**config.mk**
```make
export PLATFORM = sky130hd
export DESIGN_NAME = cig_ram
export DESIGN_NICKNAME = d
export VERILOG_FILES = /design/src/hw/rtl/cig_ram.sv
export SDC_FILE = /design/constraint.sdc
export NUM_CORES = 1
export LEC_CHECK = 0
export ABC_CLOCK_PERIOD_IN_PS = 1800
export BUFFER_PORTS_ARGS = -buffer_cell sky130_fd_sc_hd__buf_2
export CORE_UTILIZATION = 55
export DETAILED_ROUTE_END_ITERATION = 10
export GPL_TIMING_DRIVEN = 0
export PLACE_DENSITY_LB_ADDON = 0.25
export SLEW_MARGIN = 20
export SYNTH_ARGS = -nofsm -noshare
export SYNTH_HDL_FRONTEND = slang
export SYNTH_SLANG_ARGS = --single-unit
```
**constraint.sdc**
```tcl
create_clock -name clk_i -period 1.8 [get_ports clk_i]
set_input_delay 0.27 -clock clk_i [delete_from_list [all_inputs] [get_ports clk_i]]
set_output_delay 0.27 -clock clk_i [all_outputs]
set_load 0.01 [all_outputs]
```
**src/hw/rtl/cig_ram.sv**
```systemverilog
`timescale 1ns / 1ps
// ----------------------------------------------------------------------------
// cig_ram: generic RAM, one write port and two registered read ports
// Read data updates only on a read enable and holds otherwise.
// ----------------------------------------------------------------------------
module cig_ram #(
  parameter int Width = 8,
  parameter int Depth = 16
) (
  input  logic                     clk_i,
  input  logic                     we_i,
  input  logic [$clog2(Depth)-1:0] waddr_i,
  input  logic [Width-1:0]         wdata_i,
  input  logic                     re_i,
  input  logic [$clog2(Depth)-1:0] raddr_a_i,
  input  logic [$clog2(Depth)-1:0] raddr_b_i,
  output logic [Width-1:0]         rdata_a_o,
  output logic [Width-1:0]         rdata_b_o
);

  logic [Width-1:0] mem_q [Depth];

  always_ff @(posedge clk_i) begin
    if (we_i) begin
      mem_q[waddr_i] <= wdata_i;
    end
    if (re_i) begin
      rdata_a_o <= mem_q[raddr_a_i];
      rdata_b_o <= mem_q[raddr_b_i];
    end
  end

endmodule

```
==> results.py <==
metrics = {
    "floorplan": {
        "dieArea_mm2": 0.0123,
        "die_h_um": 111,
        "coreArea_mm2": 0.0115,
        "start_util": 0.567,
        "rows": 39,
        "io_pins": 39,
        "die_x_um": 111,
    },
    "placement": {
        "dp.cells": 487,
        "io_buffers": 36,
        "dpl.hpwl_mm": 9.53,
        "place_congestion": 0.797,
    },
    "sta": {
        "worst_pin_slew_ns": 1.10,
        "period_share": 0.974,
        "setup_viol": 0,
        "fmax_mhz": 570,
        "rsz0062_at_grt": "no",
        "max-slew-margin-rel": 0.263,
        "clock-skew-final_ns": 0.00508,
        "min_period_ns": 1.75,
        "report.final.hold_viol_count": 0,
        "slew_viol_final": 0,
    },
    "route": {
        "top_layer_used": "met4",
        "routed_wl_mm": 14.5,
        "ant_nets": 0,
        "dr.pass1.iters": 5,
        "route.detailed.drc": 0,
        "initialDrtViolationCount": 286,
        "wl_met3_um": 882,
        "drt-wirelength-per-cell_um": 28.0,
        "met1Wirelength_mm": 5.75,
        "wl_met2_mm": 7.76,
        "vias": 3449,
        "vias_per_cell": 6.65,
    },
    "layout": {
        "final_nets": 386,
        "drive_gt1_frac": 0.338,
        "antenna_cells": 0,
        "final_cell_count_no_fill": 519,
        "area_growth_pct": 14.7,
    },
    "critical_path": {
        "critPathKind": "input pin to flop",
        "r2r_slack_ns": 0.14,
        "cp.required_ns": 1.83,
        "cp.arrival_ns": 1.78,
        "crit_fanout": 8,
        "cp_slowest_cell": "nor2_1",
        "path_cells": "buf_2, or3b_2, nor2_1",
        "worstSetupEndpointType": "flop",
        "slowest_delay_ns": 0.85,
        "startpoint_type": "input pin",
    },
    "logic_synthesis": {
        "avgSynthCellArea_um2": 21.2,
        "synth.yosys.seq_area_share": 0.665,
        "ys_top_cells_by_area": "edfxtp_1 66%, mux4_2 12%, mux4_1 11%",
        "yosysTopAreaCellShare": 0.665,
        "synth_nets": 330,
        "synth_top_cell_by_area": "edfxtp_1",
        "ys_types": 19,
        "synth_warnings": 0,
        "ys_ff_latch": 144,
        "synth_area_mm2": 0.00651,
        "synth_cells": 307,
    },
    "clock_network": {
        "clock_sinks": 144,
        "h-tree-depth": 4,
        "tritoncts": "yes",
        "postCtsHoldBufs": 0,
        "root_buffer": "clkbuf_16",
        "insertion_delay_ns": 0.41,
        "post_cts_buffers": 0,
        "cts-buffers-inserted": 17,
        "clk_pin_slew_ns": 0.06,
        "ctsLongestPathBuffers": 2,
    },
    "pwr": {
        "power_density_mw_per_mm2": 1040,
        "peakVddDrop_uv": 637,
        "p_leak_nw": 2.54,
        "report.power.total_mw": 7.76,
    },
    "global_routing": {
        "track_usage": 0.253,
        "grt_max_degree": 17,
        "grt-ovfl-total": 0,
        "grt_pass1_wl_mm": 21.6,
        "grt_antenna_before_repair": 0,
        "grt_pass1_vias": 3626,
    },
    "run_status": {
        "status": "complete, no violations",
    },
    "flow_run": {
        "drv_cap": 0,
    },
    "hold_path": {
        "hp-class": "input pin to flop",
    },
}
sequential cells by signal, summed over array words and instances (netlist names):
signal	count
rdata_a_o	8
rdata_b_o	8
mem_q	128
final timing paths:
kind                start      endpoint  depth (start not counted)
max            waddr_i[2]   mem_q[3][1]                          3
min            wdata_i[6]   mem_q[5][6]                          1
max reg2reg   mem_q[3][7]  rdata_b_o[7]                          3
min reg2reg  mem_q[11][2]  rdata_b_o[2]                          3
layout make-up:
| cell class | count | area, µm² |
|---|---|---|
| flip-flops and latches | 144 | 4320 |
| fillers | 754 | 4000 |
| multi-input cells | 143 | 2030 |
| clock buffers | 17 | 425 |
| repair buffers | 37 | 188 |
| well taps | 143 | 179 |
| plain buffers | 20 | 173 |
| clock inverters | 15 | 144 |
power breakdown:
group | internal, mW | switching (mW)
clock | 2.02 | 1.32
combinational | 0.260 | 0.323
sequential | 3.80 | 0.0323
total | 6.08 | 1.68
kinds of logic after synthesis:
group           count (synthesis)  share of synthesized area
compound gates                 32                     0.0369
buf+inv                        20                     0.0265
flops                         144                      0.665
mux                            64                      0.238
simple gates                   47                     0.0335
Yosys cell counts, drive strengths merged:
library cell     n
nand2           17
clkdlybuf4s25    6
nor2b            2
a22oi           32
buf             14
mux4            64
and2             2
nand2b           2
and2b            2
edfxtp         144
or3b             1
nand3            1
nor3             4
nor2            14
nand3b           2
per-layer routing:
layer / up-vias / track usage
met5: - / 0
met2: 156 / 0.438
met4: 0 / 0.0658
met3: 13 / 0.0503
met1: 1804 / 0.330
li1: 1476 / -
layout by cell type, fill, tap and decap left out, drive strengths merged, types with 2 or more instances in the layout:
cell type	netlist	final
inv	0	2
nand3b	2	2
bufinv	0	2
a22oi	32	32
edfxtp	144	144
and2b	2	2
nand2b	2	2
clkinvlp	0	5
and2	2	2
nand2	17	17
nor2b	2	2
nor2	14	14
clkbuf	0	17
clkinv	0	6
clkdlybuf4s25	6	6
buf	14	51
mux4	64	64
nor3	4	4
critical path: cells and delay by family:
family / cells / cell delay, ns
buffers and inverters: 1 / 0.12
and+or+nand+nor: 2 / 1.38
stage by stage:
stage	worst slack [ns]	hold WS (ns)	instance area, µm²	util	setup TNS, ns
floorplan	0.0371	0.369	6510	-	0
global placement	-0.705	0.660	6870	0.599	-17.60
detailed placement	-0.373	0.666	6890	0.601	-8.05
CTS	0.0576	0.236	7460	0.651	0
global route	0.0437	0.244	7460	0.651	0
finish	0.0465	0.250	7460	0.651	0
timing repair:
item / in CTS / in global routing
endpoints found under the setup margin: 0 / 5
resized for setup: 0 / 1
hold endpoints to repair: 0 / 0
(Power assumes the default switching activity.)
