<file path="src/hw/rtl/cig_pkg.sv">
`timescale 1ns / 1ps
// ----------------------------------------------------------------------------
// cig_pkg: shared constants and types for the ECG low-pass filter
// Filter geometry, field widths, command codes and the integrator item type.
// ----------------------------------------------------------------------------
package cig_pkg;

  localparam int LEADS      = 8;
  localparam int BUF_SIZE   = 13;
  localparam int DIVISOR    = 36;
  localparam int HALF_DELAY = (BUF_SIZE - 1) / 2;

  localparam int LeadW   = 3;
  localparam int SampleW = 24;
  localparam int FiltW   = 25;
  localparam int AccW    = 32;
  localparam int PosW    = $clog2(BUF_SIZE);
  localparam int Depth   = LEADS * BUF_SIZE;
  localparam int AddrW   = $clog2(Depth);

  typedef enum logic {
    CmdFilter = 1'b0,
    CmdClear  = 1'b1
  } cmd_e;

  // integrator output heading into the divider
  typedef struct packed {
    logic [LeadW-1:0] lead;
    logic [AccW-1:0]  y;
  } cig_item_t;

endpackage

</file>
<file path="src/hw/rtl/cig_div.sv">
`timescale 1ns / 1ps
// ----------------------------------------------------------------------------
// cig_div: signed divide by DIVISOR, truncated toward zero
// Magnitude times reciprocal, one remainder correction, then sign restore.
// ----------------------------------------------------------------------------
module cig_div (
  input  logic                         clk_i,
  input  logic                         rst_ni,
  input  logic                         in_valid_i,
  output logic                         in_stall_o,
  input  cig_pkg::cig_item_t           item_i,
  output logic                         out_valid_o,
  input  logic                         out_stall_i,
  output logic [cig_pkg::LeadW-1:0]    out_lead_o,
  output logic signed [cig_pkg::FiltW-1:0] filtered_o
);
  import cig_pkg::*;

  localparam int RecipW = AccW + 1;
  localparam int ProdW  = AccW + RecipW;
  // floor(2^32 / D): estimate is low by at most one
  localparam logic [RecipW-1:0] Recip = RecipW'((65'd1 << AccW) / DIVISOR);

  // stage 1: magnitude
  logic             d1_vld_q;
  logic [LeadW-1:0] d1_lead_q;
  logic             d1_neg_q;
  logic [AccW-1:0]  d1_mag_q;
  // stage 2: reciprocal product
  logic             d2_vld_q;
  logic [LeadW-1:0] d2_lead_q;
  logic             d2_neg_q;
  logic [AccW-1:0]  d2_mag_q;
  logic [ProdW-1:0] d2_prod_q;
  // stage 3: quotient estimate and remainder
  logic             d3_vld_q;
  logic [LeadW-1:0] d3_lead_q;
  logic             d3_neg_q;
  logic [AccW-1:0]  d3_qe_q;
  logic [AccW-1:0]  d3_rem_q;

  logic out_free, d3_free, d2_free, d1_free;
  logic [AccW-1:0] qd, rem_d, q_fix, q_sgn;
  logic            corr;

  assign out_free   = !out_valid_o || !out_stall_i;
  assign d3_free    = !d3_vld_q || out_free;
  assign d2_free    = !d2_vld_q || d3_free;
  assign d1_free    = !d1_vld_q || d2_free;
  assign in_stall_o = !d1_free;

  always_comb begin
    qd    = d2_prod_q[ProdW-2:AccW] * AccW'(DIVISOR);
    rem_d = d2_mag_q - qd;
    corr  = d3_rem_q >= AccW'(DIVISOR);
    q_fix = d3_qe_q + AccW'(corr);
    q_sgn = d3_neg_q ? (~q_fix + AccW'(1)) : q_fix;
  end

  always_ff @(posedge clk_i or negedge rst_ni) begin
    if (!rst_ni) begin
      d1_vld_q    <= 1'b0;
      d2_vld_q    <= 1'b0;
      d3_vld_q    <= 1'b0;
      out_valid_o <= 1'b0;
    end else begin
      if (d1_free)  d1_vld_q    <= in_valid_i;
      if (d2_free)  d2_vld_q    <= d1_vld_q;
      if (d3_free)  d3_vld_q    <= d2_vld_q;
      if (out_free) out_valid_o <= d3_vld_q;
    end
  end

  always_ff @(posedge clk_i) begin
    if (d1_free && in_valid_i) begin
      d1_lead_q <= item_i.lead;
      d1_neg_q  <= item_i.y[AccW-1];
      d1_mag_q  <= item_i.y[AccW-1] ? (~item_i.y + AccW'(1)) : item_i.y;
    end
    if (d2_free && d1_vld_q) begin
      d2_lead_q <= d1_lead_q;
      d2_neg_q  <= d1_neg_q;
      d2_mag_q  <= d1_mag_q;
      d2_prod_q <= ProdW'(d1_mag_q) * ProdW'(Recip);
    end
    if (d3_free && d2_vld_q) begin
      d3_lead_q <= d2_lead_q;
      d3_neg_q  <= d2_neg_q;
      d3_qe_q   <= d2_prod_q[ProdW-2:AccW];
      d3_rem_q  <= rem_d;
    end
    if (out_free && d3_vld_q) begin
      out_lead_o <= d3_lead_q;
      filtered_o <= q_sgn[FiltW-1:0];
    end
  end

  // estimate never falls short by more than one divisor
  a_rem_bound: assert property (@(posedge clk_i) disable iff (!rst_ni)
    d3_vld_q |-> d3_rem_q < AccW'(2 * DIVISOR))
    else $error("divider remainder out of correction range");

  // product top bit is never set, quotient fits the accumulator
  a_prod_fit: assert property (@(posedge clk_i) disable iff (!rst_ni)
    d2_vld_q |-> !d2_prod_q[ProdW-1])
    else $error("reciprocal product overflow");

  // a stalled result holds steady
  a_out_hold: assert property (@(posedge clk_i) disable iff (!rst_ni)
    (out_valid_o && out_stall_i) |=>
      (out_valid_o && $stable(out_lead_o) && $stable(filtered_o)))
    else $error("stalled result changed");

endmodule

</file>
<file path="config.mk">
export PLATFORM = sky130hd
export DESIGN_NAME = cig_div
export DESIGN_NICKNAME = d
export VERILOG_FILES = /design/src/hw/rtl/cig_pkg.sv /design/src/hw/rtl/cig_div.sv
export SDC_FILE = /design/constraint.sdc
export NUM_CORES = 1
export LEC_CHECK = 0
export BUFFER_PORTS_ARGS = -buffer_cell sky130_fd_sc_hd__buf_2
export CORE_AREA = 2 2 212 266
export CTS_CLUSTER_SIZE = 24
export DETAILED_ROUTE_END_ITERATION = 8
export DIE_AREA = 0 0 214 268
export SETUP_SLACK_MARGIN = 0.02
export SYNTH_ARGS = -nofsm -noshare
export SYNTH_HDL_FRONTEND = slang
export SYNTH_SLANG_ARGS = --single-unit
</file>
<file path="constraint.sdc">
create_clock -name clk_i -period 6.1 [get_ports clk_i]
set_clock_uncertainty 0.05 [all_clocks]
set_input_delay 0.915 -clock clk_i [delete_from_list [all_inputs] [get_ports clk_i]]
set_output_delay 0.915 -clock clk_i [all_outputs]
set_load 0.05 [all_outputs]
</file>
==> flow_summary_export.csv, run 1 <==
group,metric,value,unit
status,status,"finished with violations",
status,violations,"negative setup slack",
synth,synthMuxAreaShare,0.145,%
synth,ys_ff_latch,188,
route,vias_per_cell,4.97,
timing,final_max_slew_viol_count,0,
cts,htree_levels,4,
die,die_y,268,microns
critical_path,required,6300,ps
cts,clk_latency,500,ps
route,remaining_drc_errors,0,
synth,syn-num-nets,2626,
route,drtIter0Drc,647,
critical_path,critPathLaunchType,"register",
cells_and_area,antenna_cells,0,
cells_and_area,area_growth,24.0,%
global_route,grt_max_degree,62,
min_path,worstHoldPathType,"input port to async pin",
cts,cts_made_buffers,17,
route,dr_wl_met2,29800,microns
timing,rsz0062_at_grt,"yes",
critical_path,cp-end-kind,"register",
critical_path,critPathKind,"register to register",
cts,cts_sinks,188,
critical_path,cp_max_fo,4,
die,start_util,39.6,%
synth,synthArstFlopShare,2.13,%
cts,clk_pin_slew_worst_paths,90,ps
synth,synth_edf_count,184,
timing,slew_headroom,27.5,%
synth,yosys.area_share.adder,40.9,%
route,wl_met3,1990,microns
route,num_vias,15600,
synth,syn_area,21600,sq um
synth,synth_top_cell_area_share,25.5,%
flow_run,maxCapViolations,0,
timing,period_minus_slack,6510,ps
timing,setup_tns,-5440,ps
global_route,grt_pass1_vias,16900,
placed_design,gp_congestion,0.916,
timing,finalCritPeriodShare,107,%
route,met1Wirelength,23400,microns
cts,clk_path_buf_depth,2,
timing,hold_violations,0,
die,fp-row-count,96,
route,detail-route-antenna-nets,0,
die,io_pins,69,
placed_design,hpwl,49500,microns
die,core_area,54700,sq um
cts,cts_tree,"done",
synth,synth_xor_area_share,7.57,%
cells_and_area,drive_gt1_share,24.0,%
die,die_x,214,microns
synth,synth_top_cell_by_area,"edfxtp_1",
synth,synth-seq-area-share,26.0,%
synth,synth-warning-count,0,
synth,synthSimpleGateAreaFrac,8.15,%
synth,synth_area_leaders,"edfxtp_1 (26%), fa_1 (21%), ha_1 (20%)",
synth,synthFlopType,"edfxtp_1",
global_route,grt_usage,20.6,%
route,route.detailed.wl_per_inst,18.1,microns
timing,max_freq,154,MHz
synth,synth_top_family_by_area,"adder cells",
cells_and_area,fin_nets,3010,
placed_design,port_buffers,68,
critical_path,arrival,6700,ps
timing,setup_ws,-405,ps
cts,clockRootBuffer,"clkbuf_16",
global_route,grt_overflow,0,
timing,worst_slew_pin_slew,1090,ps
global_route,grt_antenna_before_repair,0,
timing,setup_viol_count_final,22,
die,die_area,57400,sq um
synth,syn_avg_cell_area,10.7,sq um
route,highest_layer,"met4",
synth,synth-compound-area-share,10.5,%
route,wirelength,57100,microns
route,dr.pass1.iters,5,
global_route,grt_pass1_wl,89800,microns
synth,netlist_instances,2017,
synth,ys_types,71,
Yosys cell counts (all sizes together) (7+ instances only):
master	instances
inv	362
ha	342
fa	228
edfxtp	184
xnor2	114
a21oi	111
nand2	88
xor2	73
o21ai	69
a21o	60
nand3	45
nor2	40
nand4	22
and2	19
clkbuf	18
nor3	17
o21bai	17
nand2b	16
nor4	16
o31ai	16
and3	15
nor2b	15
a31oi	13
or2	13
o21a	11
or3	8
o211ai	7
per-layer routing:
| layer | track usage (%) | vias to the layer above |
|---|---|---|
| met5 | 0 | - |
| met3 | 3.18 | 98 |
| met2 | 38.4 | 290 |
| li1 | - | 7671 |
| met4 | 8.32 | 0 |
| met1 | 23.7 | 7577 |
what timing repair did:
| action | CTS | global route |
|---|---|---|
| setup endpoints to repair | 24 | 26 |
| pin swaps | 60 | 81 |
| hold buffers | 0 | 0 |
| resized for setup | 81 | 64 |
| buffers inserted | 27 | 19 |
registers in the layout (all words and copies together) (netlist names), 25 cells and up:
register / flops
d1_mag_q: 32
d2_mag_q: 30
d2_prod_q: 27
d3_qe_q: 25
d3_rem_q: 30
filtered_o: 25
area by class of cell:
class                      instances  area, sq um
clock inverter                    15          199
sequential                       188         5630
fill                            4935        27800
clock buffer                      17          425
tap                              735          920
timing repair buffer             389         2830
multi-input combinational       1443        15500
inverter                         362         1360
worst max-delay path: stages, from the launching register on:
cell	delay, ps
edfxtp_1	440
buf_4	170
fa_1	610
ha_4	250
fa_1	570
inv_1	70
fa_1	570
fa_1	450
fa_1	480
fa_1	550
inv_1	40
ha_1	330
a21oi_2	170
o21a_1	200
nand2_2	90
nor3_4	290
o31ai_4	110
buf_6	140
a311oi_4	340
o41ai_2	140
xor2_1	170
layout by cell type, fill, tap and decap left out, drive strengths merged, types with 5 or more instances in the layout:
master | netlist | layout
xor2 | 73 | 73
inv | 362 | 369
clkinv | 0 | 7
nor2b | 15 | 15
a21o | 60 | 60
o31ai | 16 | 16
a31oi | 13 | 13
nand3 | 45 | 45
or2 | 13 | 13
nand4 | 22 | 22
or3 | 8 | 8
o41ai | 5 | 5
xnor2 | 114 | 114
fa | 228 | 228
a211oi | 6 | 6
ha | 342 | 342
edfxtp | 184 | 184
nor2 | 40 | 40
nand2b | 16 | 16
and2 | 19 | 19
nor3 | 17 | 17
clkbuf | 18 | 17
and3 | 15 | 15
o21bai | 17 | 17
o21a | 11 | 11
buf | 6 | 389
a211o | 6 | 6
o211ai | 7 | 7
nor4 | 16 | 16
o21ai | 69 | 69
a21oi | 111 | 111
nand2 | 88 | 88
final timing paths:
path / startpoint / end / slack [ps] / depth (start not counted)
hold / removal: rst_ni / out_valid_o / 160 / 1
hold reg to reg: d1_neg_q / d2_neg_q / 370 / 0
min in group clk_i: d1_neg_q / d2_neg_q / 370 / 0
max in group asynchronous: rst_ni / d2_vld_q / 5720 / 1
setup / recovery: d1_mag_q[15] / d2_prod_q[56] / -410 / 20
setup reg to reg: d1_mag_q[15] / d2_prod_q[56] / -410 / 20
stage by stage:
step	util, %	hold WS [ps]	worst slack (ps)	cells	instance area [sq um]
2_1_floorplan	-	350	25.1	2017	21900
3_3_place_gp	46.0	352	-484	3075	25200
3_5_place_dp	46.0	355	-537	3075	25200
4_1_cts	48.3	130	-379	3132	26400
5_1_grt	49.1	147	-579	3149	26800
6_report	49.1	162	-405	3149	26800
kinds of logic (layout without fill, tap and decap cells):
family | count (synthesis) | after routing
AOI/OAI and AO/OA | 353 | 353
xor gates and xnor gates | 187 | 187
adders and majority gates | 570 | 570
buffers and inverters | 386 | 783
DFF | 188 | 188
muxes | 3 | 3
and+or+nand+nor | 330 | 330
Power of run 1 is left out: the tool's default activity adds up to more than one toggle a clock period on the data nets, which glitch-free logic cannot reach.
==> run 2, diff against run 1 <==
--- a/config.mk
+++ b/config.mk
@@ -7,8 +7,9 @@
 export LEC_CHECK = 0
 export BUFFER_PORTS_ARGS = -buffer_cell sky130_fd_sc_hd__buf_2
-export CORE_AREA = 2 2 212 266
+export CORE_AREA = 2 2 236 238
 export CTS_CLUSTER_SIZE = 24
 export DETAILED_ROUTE_END_ITERATION = 8
-export DIE_AREA = 0 0 214 268
+export DIE_AREA = 0 0 238 240
+export GPL_ROUTABILITY_DRIVEN = 0
 export SETUP_SLACK_MARGIN = 0.02
 export SYNTH_ARGS = -nofsm -noshare
==> constraint.sdc (replaced) <==
create_clock -name clk_i -period 6.1 [get_ports clk_i]
set_clock_uncertainty 0.05 [all_clocks]
set_input_delay 1.22 -clock clk_i [delete_from_list [all_inputs] [get_ports clk_i]]
set_output_delay 1.22 -clock clk_i [all_outputs]
set_load 0.05 [all_outputs]
==> run 2 against run 1 <==
The run still ends with negative setup slack left. Flip-flop and latch count unchanged. Register-to-register slack about the same. Critical path type unchanged. Worst hold slack better by 210 ps. Sequential share of layout area up 0.31 points. Global-route usage down 0.73 points. Routed wire length down 4.2%. Via count about the same. Count of clock-buffer cells in the layout unchanged.
==> flow_summary_export.csv, run 2 (same netlist as run 1, synthesis figures left out) <==
group,metric,value,unit
cts,clk_pin_slew_worst_paths,80,ps
cells_and_area,largest_reg_flops,32,
die,start_util,39.6,%
timing,setup_ws,-415,ps
status,violations,"negative setup slack",
global_route,grt_usage,19.9,%
global_route,grt_pass1_wl,86300,microns
critical_path,required,6280,ps
cells_and_area,mostFrequentLayoutCell,"inv_1",
timing,max_freq,154,MHz
global_route,grtUsageMet1,25.2,%
critical_path,worst-path-buf-inv,6,
cts,ctsHoldBuffers,0,
timing,period_minus_slack,6510,ps
status,status,"finished with violations",
route,route.detailed.wl_per_inst,17.6,microns
global_route,use_met3,2.54,%
cts,clockRootBuffer,"clkbuf_16",
global_route,grt_max_degree,60,
timing,setup_viol_count_final,23,
flow_run,maxCapViolations,0,
placed_design,port_buffers,68,
route,drtIter0Drc,747,
cells_and_area,antenna_cells,0,
global_route,grt_overflow,0,
route,detail-route-antenna-nets,0,
timing,finalCritPeriodShare,107,%
cts,clk_latency,490,ps
die,core_area,54700,sq um
cells_and_area,fin_nets,2997,
global_route,grt_antenna_before_repair,1,
cts,clk_path_buf_depth,2,
min_path,hp-start,"d1_lead_q[2]",
timing,slew_headroom,32.0,%
route,num_vias,15600,
critical_path,critPathLaunchType,"register",
route,dr.pass1.iters,4,
critical_path,r2r_end,"d2_prod_q[40]",
timing,hold_violations,0,
cells_and_area,area_growth,22.2,%
critical_path,cp_max_fo,3,
route,vias_per_cell,5.04,
critical_path,critical_path.top_delay_family,"adder cells",
timing,rsz0062_at_grt,"yes",
critical_path,arrival,6700,ps
global_route,grt_use_met2,34.7,%
route,wirelength,54700,microns
cells_and_area,utilization,48.4,%
critical_path,worstReg2RegStart,"d1_mag_q[1]",
route,remaining_drc_errors,0,
cts,cts_tree,"done",
critical_path,rrSetupSlack,-410,ps
die,die_x,238,microns
min_path,holdPathStages,0,
critical_path,r2r_cells,23,
critical_path,cp-end-kind,"register",
critical_path,cp_cell_sequence,"fa_2 > ha_4 > inv_2 > fa_1 > inv_1 > fa_2 > fa_1 > fa_1 > inv_2 > fa_1 > inv_2 > ha_4 > buf_4 > buf_6 > a21o_1 > a21o_1 > a221oi_2 > o211ai_1 > a21oi_2 > o21ai_2 > a21oi_2 > o31ai_2 > xor2_1",
die,fp-row-count,86,
min_path,hold_end,"d2_lead_q[2]",
cells_and_area,top_register,"d1_mag_q",
critical_path,critPathKind,"register to register",
cells_and_area,drive_gt1_share,22.7,%
placed_design,hpwl,47700,microns
critical_path,critPathSlowestCell,"fa_1",
die,die_area,57100,sq um
min_path,worstHoldPathType,"register to register",
global_route,grt-busiest-layer,"met2",
die,die_y,240,microns
cells_and_area,fill_cells,4977,
timing,worst_slew_pin_slew,1020,ps
cells_and_area,most-common-layout-cells,"inv_1 (347), ha_1 (307), buf_4 (297), fa_1 (220), edfxtp_1 (184)",
critical_path,crit_path_frequent_cell,"fa_1",
timing,final_max_slew_viol_count,0,
cts,cts_sinks,188,
die,io_pins,69,
cts,cts_made_buffers,17,
critical_path,cpPeakStageDelay,580,ps
global_route,grt_pass1_vias,16400,
cells_and_area,top_regs,"d1_mag_q x32, d2_mag_q x30, d3_rem_q x30",
cts,htree_levels,4,
## run 2: final cells by class
type                    instances  area (sq um)  share of cell area (%)
clock buffers                  17           425                    1.61
clock inverters                15           223                   0.842
inverters                     362          1360                    5.14
multi-input cells            1443         15200                    57.6
flip-flops and latches        188          5630                    21.3
well taps                     704           881                    3.33
repair buffers                376          2700                    10.2
## run 2: worst max path at each step
stage                            start            end  slack, ps  cells after the start
final                      d1_mag_q[1]  d2_prod_q[40]       -410                     23
after global routing       d1_mag_q[1]  d2_prod_q[40]       -650                     23
after CTS                  d1_mag_q[3]  d2_prod_q[56]       -280                     25
after detailed placement  d1_mag_q[19]  d2_prod_q[55]       -520                     22
after global placement    d1_mag_q[21]  d2_prod_q[47]       -410                     20
after floorplan            d1_mag_q[6]  d2_prod_q[55]         30                     23
## run 2: timing repair
item,CTS,global route
buffers inserted,23,4
pin swaps,43,23
gates resized for setup,68,33
setup endpoints to repair,24,27
## run 2: metal layers
| metal | part of all wire [%] | vias up |
|---|---|---|
| li1 | - | 7637 |
| met2 | 49 | 338 |
| met3 | 3.5 | 92 |
| met1 | 45 | 7575 |
| met4 | 3.2 | 0 |
| met5 | 0 | - |
## run 2: stage by stage
stage / cells / hold WS [ps] / setup WS [ps] / setup TNS, ps / instance area [sq um]
floorplan: 2017 / 350 / 25.1 / 0 / 21900
global placement: 3048 / 354 / -411 / -5570 / 25200
detailed placement: 3048 / 355 / -520 / -7850 / 25200
CTS: 3102 / 376 / -281 / -3300 / 26300
global route: 3105 / 380 / -654 / -11800 / 26400
finish: 3105 / 374 / -415 / -5900 / 26400
Power of run 2 is left out for the same reason.
